[config.mk]
export PLATFORM = sky130hd
export DESIGN_NAME = tmcw_fifo
export DESIGN_NICKNAME = d
export VERILOG_FILES = /design/src/hdl/tmcw_pkg.sv /design/src/hdl/tmcw_fifo.sv
export SDC_FILE = /design/constraint.sdc
export NUM_CORES = 1
export LEC_CHECK = 0
export BUFFER_PORTS_ARGS = -buffer_cell sky130_fd_sc_hd__buf_4
export CAP_MARGIN = 20
export CORE_ASPECT_RATIO = 1.1
export CORE_MARGIN = 2
export CORE_UTILIZATION = 48
export CTS_BUF_LIST = sky130_fd_sc_hd__clkbuf_2
export CTS_CLUSTER_SIZE = 25
export DETAILED_ROUTE_END_ITERATION = 12
export HOLD_SLACK_MARGIN = 0.12
export PLACE_DENSITY = 0.87
export SETUP_SLACK_MARGIN = 0.2
export SLEW_MARGIN = 20
export SYNTH_ARGS = -nofsm -noshare
export SYNTH_HDL_FRONTEND = slang
export SYNTH_SLANG_ARGS = --single-unit
export TNS_END_PERCENT = 50
[constraint.sdc]
create_clock -name i_clk -period 2.34 [get_ports i_clk]
set_clock_uncertainty 0.05 [all_clocks]
set_input_delay 0.117 -clock i_clk [delete_from_list [all_inputs] [get_ports i_clk]]
set_output_delay 0.117 -clock i_clk [all_outputs]
set_load 0.005 [all_outputs]
[src/hdl/tmcw_pkg.sv]
`timescale 1ns / 1ps
// ----------------------------------------------------------------------------
// tmcw_pkg
// Shared constants, codes and command types of the text mode console writer.
// ----------------------------------------------------------------------------
package tmcw_pkg;

    localparam int COLUMNS    = 80;
    localparam int ROWS       = 25;
    localparam int CELL_COUNT = ROWS * COLUMNS;
    localparam int ADDR_W     = $clog2(CELL_COUNT);
    localparam int SHIFT_LAST = CELL_COUNT - COLUMNS;

    localparam int KIND_W  = 2;
    localparam int CHAR_W  = 8;
    localparam int INDEX_W = 11;
    localparam int WORD_W  = 16;
    localparam int ROW_W   = 5;
    localparam int COL_W   = 7;
    localparam int ATTR_W  = 8;

    localparam int TAB_STOP = 4;

    localparam logic [ATTR_W-1:0] RESET_ATTR = 8'h07;
    localparam logic [CHAR_W-1:0] BLANK_CHAR = 8'h20;

    localparam logic [CHAR_W-1:0] CH_NUL = 8'h00;
    localparam logic [CHAR_W-1:0] CH_BS  = 8'h08;
    localparam logic [CHAR_W-1:0] CH_TAB = 8'h09;
    localparam logic [CHAR_W-1:0] CH_LF  = 8'h0A;
    localparam logic [CHAR_W-1:0] CH_CR  = 8'h0D;

    localparam logic [KIND_W-1:0] KIND_PUT   = 2'd0;
    localparam logic [KIND_W-1:0] KIND_READ  = 2'd1;
    localparam logic [KIND_W-1:0] KIND_CLEAR = 2'd2;

    localparam int QUEUE_DEPTH = 2;
    localparam int QPTR_W      = $clog2(QUEUE_DEPTH);

    localparam int PADDR_W = 3;
    localparam int PDATA_W = 32;
    localparam logic REG_ATTR_SEL = 1'b0;

    typedef logic [ADDR_W-1:0] t_addr;

    typedef enum logic [1:0] {
        OP_NONE  = 2'd0,
        OP_WRITE = 2'd1,
        OP_READ  = 2'd2,
        OP_CLEAR = 2'd3
    } t_op;

    typedef struct packed {
        t_op               op;
        logic              scroll;
        t_addr             addr;
        logic [CHAR_W-1:0] ch;
        logic [ROW_W-1:0]  row;
        logic [COL_W-1:0]  col;
    } t_cmd;

endpackage

[src/hdl/tmcw_fifo.sv]
`timescale 1ns / 1ps
// ----------------------------------------------------------------------------
// tmcw_fifo
// Short command queue between the front and the back.
// ----------------------------------------------------------------------------
module tmcw_fifo (
    input  logic           i_clk,
    input  logic           i_rst_n,
    input  logic           i_push,
    input  tmcw_pkg::t_cmd i_push_cmd,
    output logic           o_full,
    input  logic           i_pop,
    output tmcw_pkg::t_cmd o_pop_cmd,
    output logic           o_empty
);

    tmcw_pkg::t_cmd               r_slot [tmcw_pkg::QUEUE_DEPTH];
    logic [tmcw_pkg::QPTR_W-1:0]  r_wr, r_rd;
    logic [tmcw_pkg::QPTR_W:0]    r_count;

    assign o_full    = (r_count == (tmcw_pkg::QPTR_W+1)'(tmcw_pkg::QUEUE_DEPTH));
    assign o_empty   = (r_count == '0);
    assign o_pop_cmd = r_slot[r_rd];

    always_ff @(posedge i_clk) begin
        if (i_push) begin
            r_slot[r_wr] <= i_push_cmd;
        end
    end

    always_ff @(posedge i_clk) begin
        if (!i_rst_n) begin
            r_wr    <= '0;
            r_rd    <= '0;
            r_count <= '0;
        end else begin
            if (i_push) begin
                r_wr <= (32'(r_wr) == tmcw_pkg::QUEUE_DEPTH - 1) ? '0 : r_wr + 1'b1;
            end
            if (i_pop) begin
                r_rd <= (32'(r_rd) == tmcw_pkg::QUEUE_DEPTH - 1) ? '0 : r_rd + 1'b1;
            end
            if (i_push && !i_pop) begin
                r_count <= r_count + 1'b1;
            end else if (i_pop && !i_push) begin
                r_count <= r_count - 1'b1;
            end
        end
    end

endmodule

After elaboration in Yosys (flattened, before gate mapping)
Memory sizes are Yosys's and may differ from the RTL's. A register that Yosys moved wholly into a read port is not among the register bits.
Index checks and enable logic that the tools add are counted.
{"block": "word_totals", "ff_bits": 4, "n_memories": 1, "inputBits": 38, "mem_bits_rw": 68}
{"name": "r_slot", "words": 2, "width": 34, "rd": 1, "rd_clocked_by_memory_dff": 1, "write_ports": 1, "line": "tmcw_fifo.sv:17", "rtl": "tmcw_pkg::t_cmd r_slot [tmcw_pkg::QUEUE_DEPTH];"}
{"block": "classes", "n_addsub": 4, "reduce_logical": 6, "muxes": 8, "n_eq_ne": 1}
{"op": "$mux 1", "count": 6}
{"op": "$mux 2", "count": 2}
{"op": "$add 1x1->1 const B", "count": 2}
{"op": "$add 2x1->2 const B", "count": 1}
{"op": "$eq 2x2->1 const B", "count": 1}
{"op": "$logic_and 1x1->1", "count": 2}
{"op": "$logic_not 1->1", "count": 2}
{"op": "$logic_not 2->1", "count": 1}
{"op": "$reduce_bool 2->1", "count": 1}
{"op": "$sub 2x1->2 const B", "count": 1}

Longest topological paths before layout
Gate-level depths: netlist of run 1.
{"block": "depth", "depth_word": 4, "mapped_depth": 5, "ltp_nobuf": 5}

Worst setup path before layout of run 1
No wires, ideal clock.
{"block": "synth_path", "path_type": "flip-flop to flip-flop", "startpoint": "register r_wr", "endpoint": "memory r_slot[0][0] (netlist name), enable pin", "setup_slack_ns": -0.004, "path_buffers": 0, "stages_incl_launch_ff": 2, "arrival_ns": 1.864, "cell_sequence": "dfxtp_1 -> nor2b_1"}
{"item": "from (decl)", "line": "tmcw_fifo.sv:18", "rtl": "logic [tmcw_pkg::QPTR_W-1:0] r_wr, r_rd;"}
{"item": "from (signal assigned)", "line": "tmcw_fifo.sv:38", "rtl": "r_wr <= (32'(r_wr) == tmcw_pkg::QUEUE_DEPTH - 1) ? '0 : r_wr + 1'b1;"}
{"item": "to (decl)", "line": "tmcw_fifo.sv:17"}
Straight into the memory's write port.

==> results of run 1 <==
==> cell families (layout without fill, tap and decap cells) <==
group / Yosys count / in the layout
flip-flops: 73 / 73
multiplexers: 34 / 34
AND/OR/NAND/NOR: 9 / 9
buffers and inverters: 5 / 131
AO/OA/AOI/OAI: 3 / 3
XOR/XNOR: 3 / 3
adder cells (fa/ha/maj): 1 / 1
==> cells in the final DEF, fill, tap and decap left out <==
| master | count |
|---|---|
| o21ai_0 | 1 |
| clkbuf_2 | 12 |
| dlygate4sd3_1 | 38 |
| nor2b_4 | 1 |
| ha_1 | 1 |
| and2_1 | 4 |
| inv_1 | 1 |
| mux2_2 | 34 |
| buf_4 | 76 |
| nor2b_1 | 1 |
| xnor2_1 | 1 |
| o21a_1 | 1 |
| dfxtp_1 | 5 |
| or3_1 | 1 |
| and2b_2 | 1 |
| a21boi_1 | 1 |
| buf_12 | 1 |
| xor2_1 | 2 |
| edfxtp_1 | 68 |
| clkinv_1 | 2 |
| clkinv_2 | 1 |
| nor2_1 | 1 |
==> path summary, 6_finish.rpt <==
kind             startpoint       endpoint  depth (start not counted)
max reg2reg            r_wr  r_slot[0][17]                          2
min          i_push_cmd[21]  r_slot[1][21]                          2
max               flip-flop  o_pop_cmd[19]                          3
min reg2reg      r_count[1]     r_count[1]                          2
==> critical path, stage by stage, from the launching register on <==
cell,delay (ns)
dfxtp_1,0.37
buf_4,0.28
mux2_2,0.39
buf_4,0.14
==> synth_stat cells <==
master and n:
nor2b_1 2, xor2_1 2, buf_2 1, xnor2_1 1, and2b_2 1, mux2_2 34
dfxtp_1 5, ha_1 1, o21a_1 1, or3_1 1, inv_1 1, nor2_1 1
buf_4 3, edfxtp_1 68, a21boi_1 1, and2_1 4, o21ai_0 1
==> power groups by stage <==
stage	Combinational, mW	Sequential, mW	Clock [mW]
6_report	0.394	1.53	0.538
5_1_grt	0.424	1.53	0.597
4_1_cts	0.396	1.53	0.539
3_5_place_dp	0.340	1.55	0
3_3_place_gp	0.332	1.55	0
2_1_floorplan	0.153	1.55	0
==> metal layers <==
metal	part of all wire	wire length, µm	global-route usage	up-vias
li1	-	-	-	738
met1	0.36	1910	0.180	754
met2	0.57	2980	0.344	47
met3	0.034	177	0.0364	16
met4	0.037	196	0.123	0
met5	0	0	0	-
==> flip-flops by register name (all words and copies together), names as in the netlist, named ones only <==
register  cells
r_slot       68
r_rd          1
r_wr          1
r_count       2
==> stage by stage <==
step | hold slack [ns] | instance area [µm²] | cells | util
finish | 0.280 | 3790 | 329 | 0.707
global route | 0.256 | 3790 | 329 | 0.707
CTS | 0.268 | 3790 | 329 | 0.707
detailed placement | 0.255 | 3340 | 276 | 0.622
global placement | 0.253 | 3340 | 276 | 0.622
floorplan | 0.166 | 2670 | 128 | -
==> cell type report <==
cell class              instances  area, µm²  area share
clock inverters                 3       12.5     0.00330
clock buffers                  12       60.1      0.0159
repair buffers                115        971       0.256
multi-input cells              50        505       0.133
flip-flops and latches         73       2140       0.565
well taps                      75       93.8      0.0248
inverters                       1       3.75    0.000991
==> metrics.csv, run 1 <==
stage,metric,value,unit
global_routing,largest net degree at the start of global routing,35,
synth,Synth top area share,0.764,
setup_path,required time worst endpoint,2.17,ns
route,via count,1555,
clock_network,clk slew on worst S/H paths,0.19,ns
synth,xor/xnor share of the synthesized area,0.00984,
synth,largest family of logic cells by synthesized area,multiplexers,
synth,Syn Nets,167,
clock_network,CTS tree,done,
clock_network,clk sink count,73,
route,final antenna-violating net count,0,
setup_path,CP endpoint kind,primary output,
synth,sequential share of the synthesized area,0.802,
run,max_cap viols,0,
synth,#FFs+latches synth,73,
timing,slack of the critical path,0.512,ns
global_routing,all-layer global routing usage,0.184,
synth,Post-Syn Area,2670,µm²
power,Peak VDD IR,0.000441,V
global_routing,Congestion Overflow GR,0,
timing,Peak Freq,547,MHz
route,DRT Pass-1 Iters,4,
power,switching share of total power,0.231,
power,Leakage,1.46,nW
place,I/O Buffers,73,
floorplanning,die area,6180,µm²
synth,post-synthesis adder-cell area fraction,0.00468,
floorplanning,chip width,75.1,µm
min_path,worst hold path type,in2reg,
floorplanning,die height,82.2,µm
power,P_sw,0.568,mW
synth,Synth Area in Simple Gates,0.0211,
final_layout,layout cell share with drive strength beyond 1,0.496,
clock_network,CTS Buf Count,9,
place,HPWL Detailed,3.14,mm
power,Clock power frac,0.219,
synth,leading post-synthesis cells by cell area,"edfxtp_1 (76%), mux2_2 (14%), dfxtp_1 (3.7%), and2_1 (0.94%), buf_4 (0.84%)",
synth,synthesized instance count,128,
clock_network,clock latency on the worst-skew pair,0.49,ns
global_routing,vias in the first global route,1693,
floorplanning,initial core utilization,0.498,
synth,Yosys warnings,0,
run_status,outcome,finished clean,
floorplanning,Core Region,5360,µm²
final_layout,final net count,289,
timing,RSZ-0062 raised after global routing,no,
power,sequential share of power,0.621,
timing,setup TNS,0,ns
synth,number of distinct library cells after synthesis,17,
timing,Fin. Hold Viols,0,
floorplanning,FP Rows,28,
clock_network,CTS Hold Bufs,38,
power,PD cells,649,nW/µm²
setup_path,Worst Path Max Fanout,21,
place,pre-CTS setup slack,0.943,ns
synth,post-synthesis mux area share,0.143,
synth,Synth Area in Compound Gates,0.00749,
setup_path,"setup slack, reg-to-reg",0.93,ns
synth,average size of a mapped cell,20.9,µm²
setup_path,critical path class,reg2out,
clock_network,post_cts resized,0,
timing,Pins Over Slew Limit,0,
synth,cell taking the most area after synthesis,edfxtp_1,
setup_path,CP startpoint kind,flip-flop,
timing,worst slew pin tran,0.534,ns
final_layout,ANT cells,0,
route,DRC viols,0,
final_layout,Area Growth Syn to Fin,41.8,%
clock_network,setup bufs post-CTS,0,
power,Pint,1.89,mW
timing,period utilization,0.781,
floorplanning,Top Ports,74,
power,Pwr Total,2.46,mW
route,number of DRC markers in iteration 0,68,
route,Avg WL per Cell,16.0,µm
clock_network,Root Buffer,clkbuf_2,
power,Gate power share,0.161,
route,DRT Wirelength,5.27,mm
setup_path,worst path arrival time,1.66,ns
timing,Slew headroom,0.643,
clock_network,H-tree depth,3,
route,via/cell ratio,4.73,
final_layout,Fillers,367,
global_routing,first-pass GRT wire length,7.87,mm
timing,"Min Clock Period, post-route",1.83,ns
timing,# setup viols final,0,
clock_network,buffer depth of the longest clock path,2,
global_routing,initial antenna violation count,0,
place,Final Wtd Congestion,0.655,
Note: power is estimated with default switching activity, not from simulation.
==> inputs of run 2 (changes only) <==
--- a/config.mk
+++ b/config.mk
@@ -5,16 +5,17 @@
 export SDC_FILE = /design/constraint.sdc
 export NUM_CORES = 1
 export LEC_CHECK = 0
+export ABC_AREA = 1
 export BUFFER_PORTS_ARGS = -buffer_cell sky130_fd_sc_hd__buf_4
 export CAP_MARGIN = 20
 export CORE_ASPECT_RATIO = 1.1
 export CORE_MARGIN = 2
-export CORE_UTILIZATION = 48
+export CORE_UTILIZATION = 49
 export CTS_BUF_LIST = sky130_fd_sc_hd__clkbuf_2
 export CTS_CLUSTER_SIZE = 25
 export DETAILED_ROUTE_END_ITERATION = 12
 export HOLD_SLACK_MARGIN = 0.12
-export PLACE_DENSITY = 0.87
+export PLACE_DENSITY = 0.88
 export SETUP_SLACK_MARGIN = 0.2
 export SLEW_MARGIN = 20
 export SYNTH_ARGS = -nofsm -noshare
==> constraint.sdc (replaced) <==
create_clock -name i_clk -period 1.6 [get_ports i_clk]
set_clock_uncertainty 0.05 [all_clocks]
set_input_delay 0.08 -clock i_clk [delete_from_list [all_inputs] [get_ports i_clk]]
set_output_delay 0.08 -clock i_clk [all_outputs]
set_load 0.005 [all_outputs]
==> run 2 against run 1 <==
- the flow now finishes with violations (negative setup slack)
- first-iteration DRC count is 18% higher
- global-route usage shrank 0.57 points
- cell count is 6.1% higher
- register-to-register slack worse by 0.59 ns
- sequential share of layout area decreased by 5.6 points
- wire length increased by 2.5%
- critical endpoint is now o_pop_cmd[28]
- largest cell class unchanged
- highest routed layer unchanged
==> metrics.csv, run 2 <==
stage,metric,value,unit,change
run_status,outcome,"complete, but fails checks",,
run_status,violated checks,negative setup slack,,
synth,Syn Nets,180,,+7.8%
timing,# setup viols final,34,,+34
final_layout,ANT cells,0,,unchanged
timing,period utilization,1.05,,
clock_network,CTS tree,done,,
setup_path,CP endpoint kind,primary output,,
power,Pwr Total,4.02,mW,+64%
route,DRC viols,0,,unchanged
place,DP Area,3490,µm²,+4.6%
synth,Post-Syn Area,2840,µm²,+6.2%
final_layout,"most common cell after layout, fill and taps aside",edfxtp_1,,
floorplanning,die height,83.8,µm,+1.9%
final_layout,final net count,306,,+5.9%
route,routed wl met3,215,µm,+21%
floorplanning,die area,6410,µm²,+3.8%
setup_path,worst path arrival time,1.55,ns,-0.11 ns
power,Clock power frac,0.276,,+0.057
synth,Synth top cells by count,"edfxtp_1 (68), mux2_4 (30), nor2_1 (9)",,
timing,slack of the critical path,-0.0769,ns,-0.588 ns
clock_network,clk sink count,73,,unchanged
synth,number of distinct library cells after synthesis,14,,-3
route,DRT Pass-1 Iters,5,,+1
route,number of DRC markers in iteration 0,80,,+18%
place,I/O Buffers,73,,unchanged
timing,Fin. Hold Viols,0,,unchanged
floorplanning,Top Ports,74,,unchanged
synth,number of synthesized flops with an enable pin,68,,unchanged
final_layout,non-filler instance count after layout,349,,+6.1%
power,P_sw,0.881,mW,+55%
place,HPWL Detailed,3.22,mm,+2.5%
final_layout,max reg flops,68,,unchanged
route,via/cell ratio,4.77,,+0.82%
setup_path,critical path class,reg2out,,
route,Top Layer Used,met4,,
min_path,worst hold path type,in2reg,,
synth,Synth async-reset ratio,0,,unchanged
final_layout,Area Growth Syn to Fin,48.4,%,
synth,#FFs+latches synth,73,,unchanged
power,Leakage,1.72,nW,+18%
route,met2 wire len,3.09,mm,+3.5%
final_layout,Sequential cell area,2150,µm²,+0.18%
route,met1 wire length,2.02,mm,+5.8%
floorplanning,initial core utilization,0.498,,about the same
synth,sequential share of the synthesized area,0.755,,-0.0467
synth,Synth top area share,0.720,,-0.0445
route,Avg WL per Cell,15.5,µm,-3.4%
final_layout,biggest regs,"r_slot (68), r_count (2)",,
synth,synthesized instance count,141,,+10%
global_routing,first-pass GRT wire length,8.42,mm,+7.1%
power,PD cells,956,nW/µm²,+47%
route,final antenna-violating net count,0,,unchanged
synth,leading post-synthesis cells by cell area,"edfxtp_1 (72%), mux2_4 (16%), dfxtp_1 (3.5%), buf_12 (2.1%), mux2_2 (1.6%)",,
global_routing,all-layer global routing usage,0.179,,-0.00567
power,switching share of total power,0.219,,-0.0119
final_layout,most flop-heavy register,r_slot,,
timing,Pins Over Slew Limit,0,,unchanged
floorplanning,FP Rows,29,,+3.6%
synth,Main synth FF type,edfxtp_1,,
floorplanning,chip width,76.5,µm,+1.9%
power,sequential share of power,0.557,,-0.064
final_layout,multi-input combinational cell area,616,µm²,+22%
clock_network,H-tree depth,3,,unchanged
synth,dominant cell by count in the synthesized netlist,edfxtp_1,,
route,via count,1663,,+6.9%
final_layout,layout cell share with drive strength beyond 1,0.482,,-0.0144
global_routing,initial antenna violation count,0,,unchanged
synth,Yosys warnings,0,,unchanged
synth,cell taking the most area after synthesis,edfxtp_1,,
clock_network,CTS Buf Count,9,,unchanged
global_routing,largest net degree at the start of global routing,25,,-29%
min_path,Min-Delay Path Depth,2,,unchanged
synth,average size of a mapped cell,20.1,µm²,-3.6%
timing,worst slew pin tran,0.327,ns,-0.207 ns
power,Pint,3.14,mW,+66%
final_layout,Final Core Density,0.739,,+0.0320
clock_network,Root Buffer,clkbuf_2,,
clock_network,clk slew on worst S/H paths,0.20,ns,about the same
run,max_cap viols,0,,unchanged
timing,RSZ-0062 raised after global routing,yes,,
timing,Slew headroom,0.782,,+0.139
global_routing,vias in the first global route,1803,,+6.5%
timing,Peak Freq,596,MHz,
timing,"Min Clock Period, post-route",1.68,ns,
floorplanning,Core Region,5700,µm²,+6.3%
clock_network,clock latency on the worst-skew pair,0.48,ns,about the same
timing,hold slack,0.250,ns,-0.0305 ns
place,Final Wtd Congestion,0.662,,+1.0%
route,DRT Wirelength,5.40,mm,+2.5%
timing,setup TNS,-2.12,ns,-2.12 ns
final_layout,"commonest cells after routing, fill and taps aside","edfxtp_1 (68), buf_4 (42), dlygate4sd3_1 (38)",,
final_layout,"Design Area, Final",4210,µm²,+11%
setup_path,Worst Path Max Fanout,7,,-67%
clock_network,buffer depth of the longest clock path,2,,unchanged
final_layout,Fillers,358,,-2.5%
clock_network,setup bufs post-CTS,0,,unchanged
place,pre-CTS setup slack,0.361,ns,-0.582 ns
power,Gate power share,0.167,,+0.006
setup_path,CP startpoint kind,flip-flop,,
place,Post-Place Cells,293,,+6.2%
setup_path,R2R cell count,4,,+2
power,Peak VDD IR,0.000722,V,+64%
setup_path,required time worst endpoint,1.47,ns,-0.70 ns
global_routing,Congestion Overflow GR,0,,unchanged
run 2: cell types whose count changed after synthesis, sizes merged, moves of 2 or more:
cell   previous run  this run
and2              4         0
inv               1         8
nand2             0         8
nor2              1         9
nor2b             2         0
xor2              2         0
run 2: power groups by stage:
stage	clock, mW	combinational [mW]	sequential, mW
final	1.11	0.672	2.24
after global routing	1.22	0.717	2.25
after CTS	1.13	0.665	2.24
after detailed placement	0	0.506	2.28
after global placement	0	0.491	2.27
after floorplan	0	0.265	2.27
run 2: final cells by class:
type	instances	area share
inverter	8	0.00713
sequential	73	0.510
multi-input combinational	56	0.146
timing repair buffer	119	0.283
tap	77	0.0229
clock inverter	7	0.0202
clock buffer	9	0.0107
run 2: worst max-delay path: stages, from the launching register on:
cell and delay (ns):
dfxtp_4 0.47, clkbuf_16 0.18, mux2_4 0.30, buf_6 0.12
run 2: layer usage:
metal,vias up,track usage
li1,785,-
met1,806,0.185
met2,63,0.343
met3,9,0.0411
met4,0,0.0744
met5,-,0
run 2: path summary, 6_finish.rpt:
check | from | to | slack (ns)
setup reg to reg | r_wr | r_wr | 0.34
hold reg to reg | r_rd | r_rd | 0.49
setup / recovery | flip-flop | o_pop_cmd[28] | -0.08
hold / removal | i_push_cmd[28] | r_slot[0][28] | 0.25
run 2: timing repair:
action / in CTS / in global routing
hold buffers: 38 / 0
cloned: 1 / 1
endpoints found under the setup margin: 34 / 34
pin swaps: 0 / 0
endpoints found under the hold margin: 91 / 0
resized for setup: 43 / 0
run 2: logic make-up after synthesis:
| kind of cell | synth area share |
|---|---|
| flops | 0.755 |
| mux | 0.175 |
| simple gates | 0.0265 |
| buf+inv | 0.0357 |
| compound gates | 0.00353 |
| fa+ha+maj | 0.00441 |
